`config.mk`:
```
export PLATFORM = sky130hd
export DESIGN_NAME = escape_sequence_decoder_core
export DESIGN_NICKNAME = d
export VERILOG_FILES = /design/src/hw/rtl/esd_pkg.sv /design/src/hw/rtl/escape_sequence_decoder_core.sv /design/src/hw/rtl/esd_decode.sv /design/src/hw/rtl/esd_out_queue.sv
export SDC_FILE = /design/constraint.sdc
export NUM_CORES = 1
export LEC_CHECK = 0
export BUFFER_PORTS_ARGS = -buffer_cell sky130_fd_sc_hd__buf_2
export CAP_MARGIN = 25
export CELL_PAD_IN_SITES_DETAIL_PLACEMENT = 1
export CELL_PAD_IN_SITES_GLOBAL_PLACEMENT = 1
export CORE_ASPECT_RATIO = 1.4
export CORE_MARGIN = 1
export CORE_UTILIZATION = 38
export CTS_CLUSTER_SIZE = 20
export DETAILED_ROUTE_END_ITERATION = 10
export PLACE_DENSITY_LB_ADDON = 0.25
export SETUP_SLACK_MARGIN = 0.1
export SYNTH_ARGS = -nofsm -noshare
export SYNTH_HDL_FRONTEND = slang
export SYNTH_SLANG_ARGS = --single-unit
```
`constraint.sdc`:
```
create_clock -name i_clk -period 5.2 [get_ports i_clk]
set_clock_uncertainty 0.15 [all_clocks]
set_input_delay 1.04 -clock i_clk [delete_from_list [all_inputs] [get_ports i_clk]]
set_output_delay 1.04 -clock i_clk [all_outputs]
set_load 0.1 [all_outputs]
```
`src/hw/rtl/esd_pkg.sv`:
```
package esd_pkg;

    localparam int unsigned BYTE_W    = 8;
    localparam int unsigned QUEUE_DEPTH = 3;

    localparam logic [BYTE_W-1:0] ESC_RESET = 8'd92;

    // Control codes for the escaped letters
    localparam logic [BYTE_W-1:0] CODE_BEL = 8'd7;
    localparam logic [BYTE_W-1:0] CODE_BS  = 8'd8;
    localparam logic [BYTE_W-1:0] CODE_ESC = 8'd27;
    localparam logic [BYTE_W-1:0] CODE_FF  = 8'd12;
    localparam logic [BYTE_W-1:0] CODE_LF  = 8'd10;
    localparam logic [BYTE_W-1:0] CODE_CR  = 8'd13;
    localparam logic [BYTE_W-1:0] CODE_HT  = 8'd9;
    localparam logic [BYTE_W-1:0] CODE_VT  = 8'd11;

    typedef enum logic [2:0] {
        MODE_PLAIN = 3'd0,
        MODE_ESC   = 3'd1,
        MODE_OCT   = 3'd2,
        MODE_DEC   = 3'd3,
        MODE_HEX   = 3'd4
    } t_mode;

    typedef struct packed {
        logic [BYTE_W-1:0] in_byte;
        logic              in_last;
    } t_in_item;

    typedef struct packed {
        logic [BYTE_W-1:0] out_byte;
        logic              out_last;
    } t_out_item;

    typedef struct packed {
        t_mode             mode;
        logic [BYTE_W-1:0] acc;
        logic [1:0]        digits;
    } t_parse_state;

    // Results of one transaction, in order
    typedef struct packed {
        logic [1:0] count;
        t_out_item  res1;
        t_out_item  res0;
    } t_results;

endpackage

```
`src/hw/rtl/escape_sequence_decoder_core.sv`:
```
// Escape sequence decoder: takes an escaped string one byte per transaction
// (in_last marks the final byte) and returns the unescaped bytes, one per
// output transaction, with out_last on the final one. After the escape byte
// (i_cfg_wr_data, default backslash) the letters a b e E f n r t v give
// their control codes, '0' opens an octal number of up to three digits,
// '1'..'9' a decimal number of up to three digits, 'x' a hex number of up
// to two digits; values keep their low 8 bits; any other byte passes
// through. Throughput is one byte per cycle while the output queue has room
// for two results; a byte that both closes a number and yields itself
// produces two results. Each byte passes one input register, then the
// decode logic writes a three-entry output queue. A byte in that register
// moves on to decode only while the queue holds at most one result, since
// it may push two; input is held off while it waits there.
module escape_sequence_decoder_core (
    input  logic                i_clk,
    input  logic                i_rst_n,
    input  logic                i_in_valid,
    output logic                o_in_ready,
    input  esd_pkg::t_in_item   i_in_item,
    output logic                o_out_valid,
    input  logic                i_out_ready,
    output esd_pkg::t_out_item  o_out_item,
    input  logic                i_cfg_wr_en,
    input  logic [7:0]          i_cfg_wr_data
);
    import esd_pkg::*;

    logic         r_in_valid;
    t_in_item     r_in_item;
    logic [7:0]   r_escape_byte;
    t_parse_state r_state;
    t_parse_state dec_state;
    t_results     dec_results;
    t_results     push;
    logic         room2;
    logic         advance;

    // Stage 1 moves into decode only when the queue can take two results
    assign advance    = r_in_valid && room2;
    assign o_in_ready = !r_in_valid || advance;

    always_ff @(posedge i_clk) begin
        if (!i_rst_n) begin
            r_in_valid <= 1'b0;
        end else if (o_in_ready) begin
            r_in_valid <= i_in_valid;
        end
    end

    always_ff @(posedge i_clk) begin
        if (i_in_valid && o_in_ready) begin
            r_in_item <= i_in_item;
        end
    end

    always_ff @(posedge i_clk) begin
        if (!i_rst_n) begin
            r_escape_byte <= ESC_RESET;
        end else if (i_cfg_wr_en) begin
            r_escape_byte <= i_cfg_wr_data;
        end
    end

    // Parse state advances once per decoded byte
    always_ff @(posedge i_clk) begin
        if (!i_rst_n) begin
            r_state <= '{mode: MODE_PLAIN, acc: '0, digits: '0};
        end else if (advance) begin
            r_state <= dec_state;
        end
    end

    esd_decode u_decode (
        .i_item        (r_in_item),
        .i_state       (r_state),
        .i_escape_byte (r_escape_byte),
        .o_state       (dec_state),
        .o_results     (dec_results)
    );

    always_comb begin
        push = dec_results;
        if (!advance) begin
            push.count = 2'd0;
        end
    end

    esd_out_queue u_out_queue (
        .i_clk       (i_clk),
        .i_rst_n     (i_rst_n),
        .i_push      (push),
        .o_room2     (room2),
        .o_out_valid (o_out_valid),
        .i_out_ready (i_out_ready),
        .o_out_item  (o_out_item)
    );

endmodule

```
`src/hw/rtl/esd_decode.sv`:
```
module esd_decode (
    input  esd_pkg::t_in_item     i_item,
    input  esd_pkg::t_parse_state i_state,
    input  logic [7:0]            i_escape_byte,
    output esd_pkg::t_parse_state o_state,
    output esd_pkg::t_results     o_results
);
    import esd_pkg::*;

    logic [BYTE_W-1:0] b;
    logic              last;
    logic              dig_ok;
    logic [3:0]        dig;
    logic [1:0]        limit;
    logic [BYTE_W-1:0] acc_new;
    t_out_item         res [2];
    logic [1:0]        cnt;
    t_parse_state      st;

    assign b    = i_item.in_byte;
    assign last = i_item.in_last;

    // Digit value for the current number base
    always_comb begin
        dig_ok = 1'b0;
        dig    = '0;
        if (b >= 8'h30 && b <= 8'h39) begin
            dig    = b[3:0];
            dig_ok = (i_state.mode == MODE_OCT) ? (b <= 8'h37) : 1'b1;
        end else if (i_state.mode == MODE_HEX && b >= 8'h61 && b <= 8'h66) begin
            dig    = 4'(b - 8'h61 + 8'd10);
            dig_ok = 1'b1;
        end else if (i_state.mode == MODE_HEX && b >= 8'h41 && b <= 8'h46) begin
            dig    = 4'(b - 8'h41 + 8'd10);
            dig_ok = 1'b1;
        end
    end

    always_comb begin
        limit   = (i_state.mode == MODE_HEX) ? 2'd2 : 2'd3;
        unique case (i_state.mode)
            MODE_OCT: acc_new = {i_state.acc[4:0], 3'b000} + {4'd0, dig};
            MODE_HEX: acc_new = {i_state.acc[3:0], dig};
            default:  acc_new = {i_state.acc[4:0], 3'b000} + {i_state.acc[6:0], 1'b0}
                              + {4'd0, dig};
        endcase
    end

    always_comb begin
        res[0] = '0;
        res[1] = '0;
        cnt    = '0;
        st     = i_state;

        unique case (i_state.mode)
            MODE_ESC: begin
                st.mode   = MODE_PLAIN;
                st.acc    = '0;
                st.digits = '0;
                cnt       = 2'd1;
                res[0].out_last = last;
                unique case (b)
                    8'h61:        res[0].out_byte = CODE_BEL;
                    8'h62:        res[0].out_byte = CODE_BS;
                    8'h65, 8'h45: res[0].out_byte = CODE_ESC;
                    8'h66:        res[0].out_byte = CODE_FF;
                    8'h6e:        res[0].out_byte = CODE_LF;
                    8'h72:        res[0].out_byte = CODE_CR;
                    8'h74:        res[0].out_byte = CODE_HT;
                    8'h76:        res[0].out_byte = CODE_VT;
                    8'h30: begin
                        st.mode = MODE_OCT;
                        cnt     = 2'd0;
                    end
                    8'h78: begin
                        st.mode = MODE_HEX;
                        cnt     = 2'd0;
                    end
                    default: begin
                        if (b >= 8'h31 && b <= 8'h39) begin
                            st.mode   = MODE_DEC;
                            st.acc    = {4'd0, b[3:0]};
                            st.digits = 2'd1;
                            cnt       = 2'd0;
                        end else begin
                            res[0].out_byte = b;
                        end
                    end
                endcase
            end
            MODE_OCT, MODE_DEC, MODE_HEX: begin
                if (dig_ok && i_state.digits < limit) begin
                    st.acc    = acc_new;
                    st.digits = i_state.digits + 2'd1;
                    if (st.digits >= limit) begin
                        res[0]  = '{out_byte: acc_new, out_last: last};
                        cnt     = 2'd1;
                        st.mode = MODE_PLAIN;
                    end
                end else begin
                    // number ends here; the byte is then taken as plain text
                    res[0]  = '{out_byte: i_state.acc, out_last: 1'b0};
                    st.mode = MODE_PLAIN;
                    if (b == i_escape_byte && !last) begin
                        st.mode = MODE_ESC;
                        cnt     = 2'd1;
                    end else begin
                        res[1] = '{out_byte: b, out_last: last};
                        cnt    = 2'd2;
                    end
                end
            end
            default: begin
                st.mode = MODE_PLAIN;
                if (b == i_escape_byte && !last) begin
                    st.mode = MODE_ESC;
                end else begin
                    res[0] = '{out_byte: b, out_last: last};
                    cnt    = 2'd1;
                end
            end
        endcase

        if (last) begin
            // number cut off by the end of the string
            if (st.mode == MODE_OCT || st.mode == MODE_DEC || st.mode == MODE_HEX) begin
                res[cnt[0]] = '{out_byte: st.acc, out_last: 1'b1};
                cnt         = cnt + 2'd1;
            end
            st.mode   = MODE_PLAIN;
            st.acc    = '0;
            st.digits = '0;
        end
    end

    assign o_state = st;
    assign o_results = '{count: cnt, res1: res[1], res0: res[0]};

endmodule

```
`src/hw/rtl/esd_out_queue.sv`:
```
module esd_out_queue (
    input  logic               i_clk,
    input  logic               i_rst_n,
    input  esd_pkg::t_results  i_push,
    output logic               o_room2,
    output logic               o_out_valid,
    input  logic               i_out_ready,
    output esd_pkg::t_out_item o_out_item
);
    import esd_pkg::*;

    t_out_item  r_mem [QUEUE_DEPTH];
    logic [1:0] r_wp, n_wp;
    logic [1:0] r_rp, n_rp;
    logic [1:0] r_count, n_count;
    logic       pop;
    logic [1:0] wp1;

    function automatic logic [1:0] inc3(input logic [1:0] p);
        return (p == 2'(QUEUE_DEPTH - 1)) ? 2'd0 : p + 2'd1;
    endfunction

    assign o_out_valid = (r_count != 2'd0);
    assign o_out_item  = r_mem[r_rp];
    assign pop         = o_out_valid && i_out_ready;
    assign o_room2     = (r_count <= 2'd1);
    assign wp1         = inc3(r_wp);

    always_comb begin
        n_rp    = pop ? inc3(r_rp) : r_rp;
        n_wp    = r_wp;
        if (i_push.count == 2'd1) begin
            n_wp = wp1;
        end else if (i_push.count == 2'd2) begin
            n_wp = inc3(wp1);
        end
        n_count = r_count + i_push.count - {1'b0, pop};
    end

    always_ff @(posedge i_clk) begin
        if (i_push.count != 2'd0) begin
            r_mem[r_wp] <= i_push.res0;
        end
        if (i_push.count == 2'd2) begin
            r_mem[wp1] <= i_push.res1;
        end
    end

    always_ff @(posedge i_clk) begin
        if (!i_rst_n) begin
            r_wp    <= '0;
            r_rp    <= '0;
            r_count <= '0;
        end else begin
            r_wp    <= n_wp;
            r_rp    <= n_rp;
            r_count <= n_count;
        end
    end

endmodule

```
==> results.toml, run 1 <==
[outcome]
status = "finished, final reports clean"

[global_route]
grt_first_pass_wirelength_mm = 25.8
grt_start_max_net_pins = 29
grt_overflow_total = 0
grt_antenna_before_repair = 0
global_route_usage_over_all_layers_pct = 23.8
grt_pass1_vias = 4719

[placed_design]
dp.final_hpwl_mm = 12.5
gpl.final_weighted_congestion = 0.938
io_buffers = 32
placedCellCount = 750
placed_area_um2 = 5450

[sta]
max-slew-margin-rel_pct = 43.6
period_needed_ns = 4.82
finalMaxSlewViolations = 0
worst-slew-pin-transition_ns = 0.842
clock.fmax_mhz = 208
final.period_utilization_pct = 92.6
final_hold_viol_count = 0
setup_total_negative_slack_ns = 0
report.final.setup_viol = 0
rsz_0062_raised_after_global_routing = "false"

[finish]
num-fill-cells = 1608
layout.cells.non_filler = 766
syn2layout_area_growth_pct = 10.3
stdcell_area_um2 = 5760
antenna_cells_inserted = 0
num-nets-final = 626
fin_util_pct = 43.0
share_of_post_route_cells_with_drive_strength_above_1_pct = 19.2

[critical_path]
critical_path_arrival_ns = 4.72
critical_path.endpoint_type = "flop"
start_kind = "flop"
crit_path_max_fanout = 14
worstPathRequired_ns = 5.10
path_class = "reg -> reg"

[yosys]
asyncSetResetFlopFracSynth_pct = 0
yosysTopAreaCellShare_pct = 20.7
synth_seq_cells = 66
syn-instance-count = 560
synth-main-ff-cell = "edfxtp_1"
number_of_flops_mapped_to_enable_cells_by_yosys = 36
yosysWarnings = 0
synth.lib_cells_used.distinct = 102
synth.most_common_cell = "a21oi_1"
synth_top_area_cell = "edfxtp_1"
synthesis.area_per_instance_um2 = 9.33
yosysSeqAreaShare_pct = 32.2
synth_top_cells_by_count = "51 x a21oi_1, 45 x nand2_1, 36 x edfxtp_1, 36 x o21ai_0, 30 x dfxtp_1"
area_of_the_mapped_netlist_um2 = 5220
postSynthNetCount = 607
synthTopCellsByArea = "edfxtp_1 21%, dfxtp_1 11%, ha_1 5.5%"

[clock_network]
postCtsSetupBuffers = 0
worst_skew_pair.late_latency_ns = 0.34
clock_path_buffers = 2
post_cts_resize_count = 0
cts.sink_count = 66
cts-buffers-inserted = 9
cts_htree_levels = 3
cts.clk_slew.worst_paths_ns = 0.06
holdBufCountCts = 0
clock_tree_from_tritoncts = "done"
cts_root_buffer = "clkbuf_16"

[floorplanning]
pin_count = 33
core_area_um2 = 13400
floorplan.initialDensity_pct = 39.0
core.rowCount = 50
die_w_um = 101
dieArea_um2 = 14200
die_y_um = 141

[routing]
vias = 4597
dr.first_iter.drc_count = 249
wirelength_mm = 16.3
avgViaCountPerCell = 6.00
postRouteAntennaNets = 0
drt_drc_violations_left = 0
initial_drt_pass_iterations = 5
routed_wire_length_per_instance_um = 21.3

[power_and_ir_drop]
power.leakage_nw = 2.09
power_density_nw_per_um2 = 304
ir_worst_vdd_uv = 150

[run]
timing.max_cap.violations = 0

[worst_hold_path]
worst_hold_path_type = "reg -> reg"
-- sequential cells by signal, indices dropped and copies added (netlist names), named ones only --
signal	cells
r_escape_byte	8
r_in_item	9
r_in_valid	1
r_state	13
u_out_queue.r_count	2
u_out_queue.r_mem	27
u_out_queue.r_rp	2
u_out_queue.r_wp	2
-- worst max-delay path: stages, from the launching register on --
cell and delay, ns:
edfxtp_1 0.39, buf_4 0.22, ha_1 0.29, nor3b_2 0.37
a2111oi_0 0.18, a211o_1 0.33, and2_1 0.18, ha_1 0.28
ha_1 0.18, inv_1 0.06, fa_1 0.40, xnor2_1 0.18
a221oi_1 0.25, o21ai_0 0.23, nand3_1 0.16, o21ai_2 0.10
a2111oi_4 0.43, a21oi_1 0.13
-- cell type report --
class,count,area [um^2],share of cell area [%]
Tap cell,182,228,3.95
Sequential cell,66,1680,29.2
Clock buffer,12,278,4.82
Multi-Input combinational cell,433,3180,55.3
Inverter,21,78.8,1.37
Timing Repair Buffer,48,280,4.87
Clock inverter,4,28.8,0.500
-- per-stage QoR --
stage	setup WS, ns	power (mW)	hold slack [ns]
2_1_floorplan	0.604	1.04	0.299
3_3_place_gp	0.545	1.13	0.325
3_5_place_dp	0.424	1.14	0.321
4_1_cts	0.375	1.76	0.328
5_1_grt	0.108	1.82	0.355
6_report	0.383	1.75	0.327
-- metal layers --
layer	global-route usage, %	routed length, um
met1	27.4	6580
met2	42.1	8500
met3	3.07	509
met4	12.6	721
met5	0	0
-- kinds of logic after synthesis --
| family | Yosys count | synth area share, % |
|---|---|---|
| compound gates | 198 | 28.0 |
| simple gates | 169 | 19.2 |
| flops | 66 | 32.2 |
| buf+inv | 61 | 6.83 |
| fa+ha+maj | 25 | 6.28 |
| mux | 21 | 4.10 |
| xor+xnor | 20 | 3.35 |
-- where the power goes --
group	switching, mW	internal, mW	total, mW
registers	0.0470	0.599	0.646
logic	0.350	0.132	0.482
clock network	0.243	0.380	0.623
total	0.640	1.11	1.75
-- path summary, 6_finish.rpt --
check / slack [ns] / start / cells after the start / end
worst max register to register: 0.38 / r_in_item[1] / 17 / u_out_queue.r_mem[1][5]
worst min-delay path: 0.33 / r_state[9] / 2 / r_state[9]
worst max-delay path: 0.38 / r_in_item[1] / 17 / u_out_queue.r_mem[1][5]
worst min register to register: 0.33 / r_state[9] / 2 / r_state[9]
-- placed cells by master (no fill, tap or decap), types with 3 or more instances in the layout --
master and instances:
a22oi_1 8, nor3b_1 5, buf_2 32, nor3_1 9
o211ai_1 5, a31oi_1 8, nor2b_1 18, nand3_1 9
xnor2_1 15, xor2_1 5, ha_1 23, a21oi_2 4
a211o_1 3, and2_1 15, o211a_1 4, buf_4 16
a211oi_1 8, nor2_1 22, or4_1 3, nand2_1 45
mux2_2 3, inv_1 20, a21o_1 4, o21ai_0 36
a21oi_1 51, a21boi_0 4, o2bb2ai_1 4, clkbuf_16 10
mux2i_1 18, edfxtp_1 36, nand2b_1 6, o22ai_1 6
dfxtp_1 30, o31ai_1 4, nand4_1 6
(Power assumes the default switching activity.)
==> run 2, diff against run 1 <==
Settings changed: RECOVER_POWER from default to 25.
==> run 2 against run 1 <==
Net effect:
- final cell count unchanged
- hold slack barely moved
- routed wire length barely moved
- first-iteration DRC count shrank 1.6%
- sequential share of layout area about the same
- non-clock buffer count unchanged
- largest cell class unchanged
==> results.toml, run 2 (synthesis results as in run 1) <==
[power_and_ir_drop]
seq_power_share_pct = 36.9
swShare_pct = 36.5
pwr-share-clk_pct = 35.6
design_internal_power_mw = 1.11
power_density_nw_per_um2 = 304
ir_worst_vdd_uv = 150
power.leakage_nw = 2.08
power.combinational.fraction_pct = 27.5
netSwitchingPower_uw = 640

[placed_design]
placedCellCount = 750
placed_area_um2 = 5450
gpl.final_weighted_congestion = 0.938
dp.final_hpwl_mm = 12.5
io_buffers = 32

[clock_network]
cts-buffers-inserted = 9
worst_skew_pair.late_latency_ns = 0.34
cts.clk_slew.worst_paths_ns = 0.06
post_cts_resize_count = 0
cts_root_buffer = "clkbuf_16"
cts_htree_levels = 3
clock_path_buffers = 2
postCtsSetupBuffers = 0
clock_tree_from_tritoncts = "done"
cts.sink_count = 66
holdBufCountCts = 0

[floorplanning]
die_y_um = 141
core_area_um2 = 13400
core.rowCount = 50
die_w_um = 101
pin_count = 33
dieArea_um2 = 14200
floorplan.initialDensity_pct = 39.0

[sta]
worst-slew-pin-transition_ns = 1.17
hold_ws_ns = 0.327
final.period_utilization_pct = 92.6
finalMaxSlewViolations = 0
final_hold_viol_count = 0
report.final.setup_viol = 0
rsz_0062_raised_after_global_routing = "false"
period_needed_ns = 4.82
setup_total_negative_slack_ns = 0
max-slew-margin-rel_pct = 22.0
clock.fmax_mhz = 208

[run]
timing.max_cap.violations = 0

[global_route]
grt_first_pass_wirelength_mm = 25.8
grt_overflow_total = 0
grt_antenna_before_repair = 0
grt_start_max_net_pins = 29
global_route_usage_over_all_layers_pct = 23.8
grt_pass1_vias = 4719

[finish]
share_of_post_route_cells_with_drive_strength_above_1_pct = 18.7
fin_util_pct = 43.0
layout_commonest_cell = "a21oi_1"
antenna_cells_inserted = 0
layout.cells.non_filler = 766
stdcell_area_um2 = 5760
flip_flop_count_of_the_largest_register_all_copies_and_words_added = 27
num-nets-final = 626
layout.cells.most_common_list = "51 x a21oi_1, 45 x nand2_1, 36 x o21ai_0, 36 x edfxtp_1, 30 x dfxtp_1"
syn2layout_area_growth_pct = 10.2
biggestRegsByFlops = "u_out_queue.r_mem x27, r_state x13, r_in_item x9"
num-fill-cells = 1610
registers.top_by_ff_count = "u_out_queue.r_mem"

[routing]
avgViaCountPerCell = 6.00
wirelength_mm = 16.3
initial_drt_pass_iterations = 5
dr.first_iter.drc_count = 245
vias = 4598
routed_wire_length_per_instance_um = 21.3
postRouteAntennaNets = 0
drt_drc_violations_left = 0

[critical_path]
crit_path_max_fanout = 14
setup.reg_to_reg.worst_slack_ns = 0.38
worstPathRequired_ns = 5.10
start_kind = "flop"
critical_path.endpoint_type = "flop"
critical_path_arrival_ns = 4.72
path_class = "reg -> reg"

[outcome]
status = "finished, final reports clean"

[worst_hold_path]
worst_hold_path_type = "reg -> reg"
[run 2: critical path, stage by stage (launching register included)]
cell and delay, ns:
edfxtp_1 0.39, buf_4 0.22, ha_1 0.29, nor3b_2 0.37, a2111oi_0 0.18, a211o_1 0.33, and2_1 0.18, ha_1 0.28
ha_1 0.18, inv_1 0.06, fa_1 0.40, xnor2_1 0.18, a221oi_1 0.25, o21ai_0 0.23, nand3_1 0.16, o21ai_2 0.10
a2111oi_4 0.43, a21oi_1 0.13
[run 2: routing by layer]
metal	wire length (um)	share of wire (%)	GRT usage (%)	up-vias
met5	0	0	0	-
met4	721	4.4	12.6	0
met3	514	3.2	3.07	45
met2	8500	52	42.1	116
met1	6570	40	27.4	2286
li1	-	-	-	2151
[run 2: power by group through the flow]
stage	clock [mW]	sequential [mW]	combinational, mW
3_5_place_dp	0	0.658	0.484
3_3_place_gp	0	0.655	0.472
6_report	0.624	0.646	0.482
5_1_grt	0.654	0.652	0.517
2_1_floorplan	0	0.625	0.414
4_1_cts	0.630	0.647	0.486
[run 2: per-stage QoR]
step / setup WS [ns] / total power, mW
finish: 0.383 / 1.75
global route: 0.108 / 1.82
CTS: 0.375 / 1.76
detailed placement: 0.424 / 1.14
global placement: 0.545 / 1.13
floorplan: 0.604 / 1.04
[run 2: cell type report]
cell class	instances	area, um^2	area share [%]
clock inverter	4	28.8	0.500
clock buffer	12	278	4.83
timing repair buffer	48	277	4.80
multi-input combinational	433	3180	55.3
sequential	66	1680	29.2
tap	182	228	3.96
inverter	21	78.8	1.37
[run 2: worst paths after layout]
kind,start,end,cells after the start
setup / recovery,r_in_item[1],u_out_queue.r_mem[1][5],17
hold / removal,r_state[9],r_state[9],2
setup reg to reg,r_in_item[1],u_out_queue.r_mem[1][5],17
hold reg to reg,r_state[9],r_state[9],2
==> run 3, diff against run 2 <==
Clock period 5.2 ns to 5.52 ns, I/O delays scaled along.
==> run 3 against run 2 <==
Net effect:
- via count is 0.43% lower
- flip-flop and latch count is the same
- clock-buffer cell count is 1 lower
- fmax rose by 0.16%
- total power shrank 4.7%
- register-to-register slack better by 0.33 ns
- global-route usage rose by 0.77 points
- combinational power shrank 6.8%
- final cell count fell by 0.65%
- first-iteration DRC count up 7.3%
- die area unchanged
- sequential share of layout area up 0.15 points
- largest power group unchanged
==> results.toml, run 3 (synthesis results as in run 1) <==
[outcome]
status = "finished, final reports clean"

[finish]
share_of_post_route_cells_with_drive_strength_above_1_pct = 18.1
biggestRegsByFlops = "u_out_queue.r_mem x27, r_state x13, r_in_item x9"
antenna_cells_inserted = 0
layout_commonest_cell = "a21oi_1"
num-nets-final = 621
syn2layout_area_growth_pct = 9.65
registers.top_by_ff_count = "u_out_queue.r_mem"
flip_flop_count_of_the_largest_register_all_copies_and_words_added = 27
layout.cells.most_common_list = "51 x a21oi_1, 45 x nand2_1, 36 x o21ai_0, 36 x edfxtp_1"
num-fill-cells = 1642

[critical_path]
worst_path_largest_cell_delay_ns = 0.72
worst-r2r-cell-count = 12
critical_path_arrival_ns = 4.72
path_class = "reg -> reg"
path_cells = "or2b_2, a211o_1, o22ai_1, fa_1, ha_1, a211oi_1, o21ai_0, a2111o_1, o21ai_0, o32ai_1, a221oi_2, a21oi_1"
start_kind = "flop"
crit_path_max_fanout = 11
timing.critical_path.slowest_stage_cell = "edfxtp_1"
critical_path.endpoint_type = "flop"
worstPathRequired_ns = 5.43
rr_endpoint = "u_out_queue.r_mem[1][8]"
worst_r2r_startpoint = "r_in_item[7]"
critical_path.most_common_cell = "o21ai_0"
setup.reg_to_reg.worst_slack_ns = 0.71

[clock_network]
postCtsSetupBuffers = 0
holdBufCountCts = 0
cts-buffers-inserted = 9
clock_tree_from_tritoncts = "done"
cts_htree_levels = 3
cts.clk_slew.worst_paths_ns = 0.06
worst_skew_pair.late_latency_ns = 0.34
clock_path_buffers = 2
cts.sink_count = 66
post_cts_resize_count = 0
cts_root_buffer = "clkbuf_16"

[worst_hold_path]
worst_hold_path_type = "reg -> reg"
whs_endpoint = "r_state[9]"
timing.hold.worst.start = "r_state[9]"
min_path_cells = 2

[sta]
finalMaxSlewViolations = 0
clock.fmax_mhz = 208
final.period_utilization_pct = 87.1
period_needed_ns = 4.81
report.final.setup_viol = 0
worst-slew-pin-transition_ns = 1.22
setup_total_negative_slack_ns = 0
final_hold_viol_count = 0
rsz_0062_raised_after_global_routing = "false"
max-slew-margin-rel_pct = 19.0

[power_and_ir_drop]
total_power_mw = 1.67
power_density_nw_per_um2 = 291
power.leakage_nw = 2.06
ir_worst_vdd_uv = 160

[floorplanning]
core.rowCount = 50
floorplan.initialDensity_pct = 39.0
dieArea_um2 = 14200
pin_count = 33
core_area_um2 = 13400
die_w_um = 101
die_y_um = 141

[global_route]
grt_antenna_before_repair = 0
grt_pass1_vias = 4759
grt_start_max_net_pins = 29
grt_overflow_total = 0
grt_first_pass_wirelength_mm = 26.4
global_route_usage_over_all_layers_pct = 24.5

[run]
timing.max_cap.violations = 0

[routing]
wirelength_mm = 16.7
dr.first_iter.drc_count = 263
drt_drc_violations_left = 0
routed_wire_length_per_instance_um = 22.0
postRouteAntennaNets = 0
vias = 4578
avgViaCountPerCell = 6.02
initial_drt_pass_iterations = 5

[placed_design]
io_buffers = 32
gpl.final_weighted_congestion = 0.900
dp.final_hpwl_mm = 12.5
-- run 3: critical path, delay by kind of cell, from the launching register on --
family                   cells  cell delay (ns)
AO/OA/AOI/OAI                9             2.37
adder cells (fa/ha/maj)      2             0.87
flip-flops                   1             0.72
AND/OR/NAND/NOR              1             0.41
-- run 3: how the worst max path moves through the flow --
stage / start / endpoint
final: r_in_item[7] / u_out_queue.r_mem[1][8]
after global routing: r_in_item[1] / u_out_queue.r_mem[2][5]
after floorplan: r_in_item[1] / u_out_queue.r_mem[1][0]
after global placement: r_in_item[8] / u_out_queue.r_mem[1][7]
after CTS: r_in_item[7] / u_out_queue.r_mem[1][8]
after detailed placement: r_in_item[7] / u_out_queue.r_mem[1][8]
-- run 3: metal layers --
layer  global-route usage [%]  wire length [um]
met5                        0                 0
met4                     10.8               606
met3                     2.88               649
met2                     43.6              8690
met1                     29.3              6760
-- run 3: through the flow --
stage                     hold slack (ns)  util (%)  worst slack [ns]  instances  instance area [um^2]
after floorplan                     0.299         -             0.924        560                  5220
after global placement              0.328      40.4             0.881        745                  5420
after detailed placement            0.350      40.4             0.789        745                  5420
after CTS                           0.361      42.8             0.759        761                  5730
after global routing                0.404      42.8             0.408        761                  5730
final                               0.354      42.8             0.711        761                  5730
-- run 3: layout make-up --
type | instances | area [um^2] | area share (%)
Inverter | 21 | 78.8 | 1.38
Clock buffer | 11 | 275 | 4.81
Tap cell | 182 | 228 | 3.98
Timing Repair Buffer | 43 | 240 | 4.19
Clock inverter | 5 | 38.8 | 0.677
Multi-Input combinational cell | 433 | 3180 | 55.6
Sequential cell | 66 | 1680 | 29.4
-- run 3: where the power goes --
part           internal, mW  switching [mW]
combinational         0.122           0.327
sequential            0.564          0.0495
clock                 0.363           0.244
total                  1.05           0.620
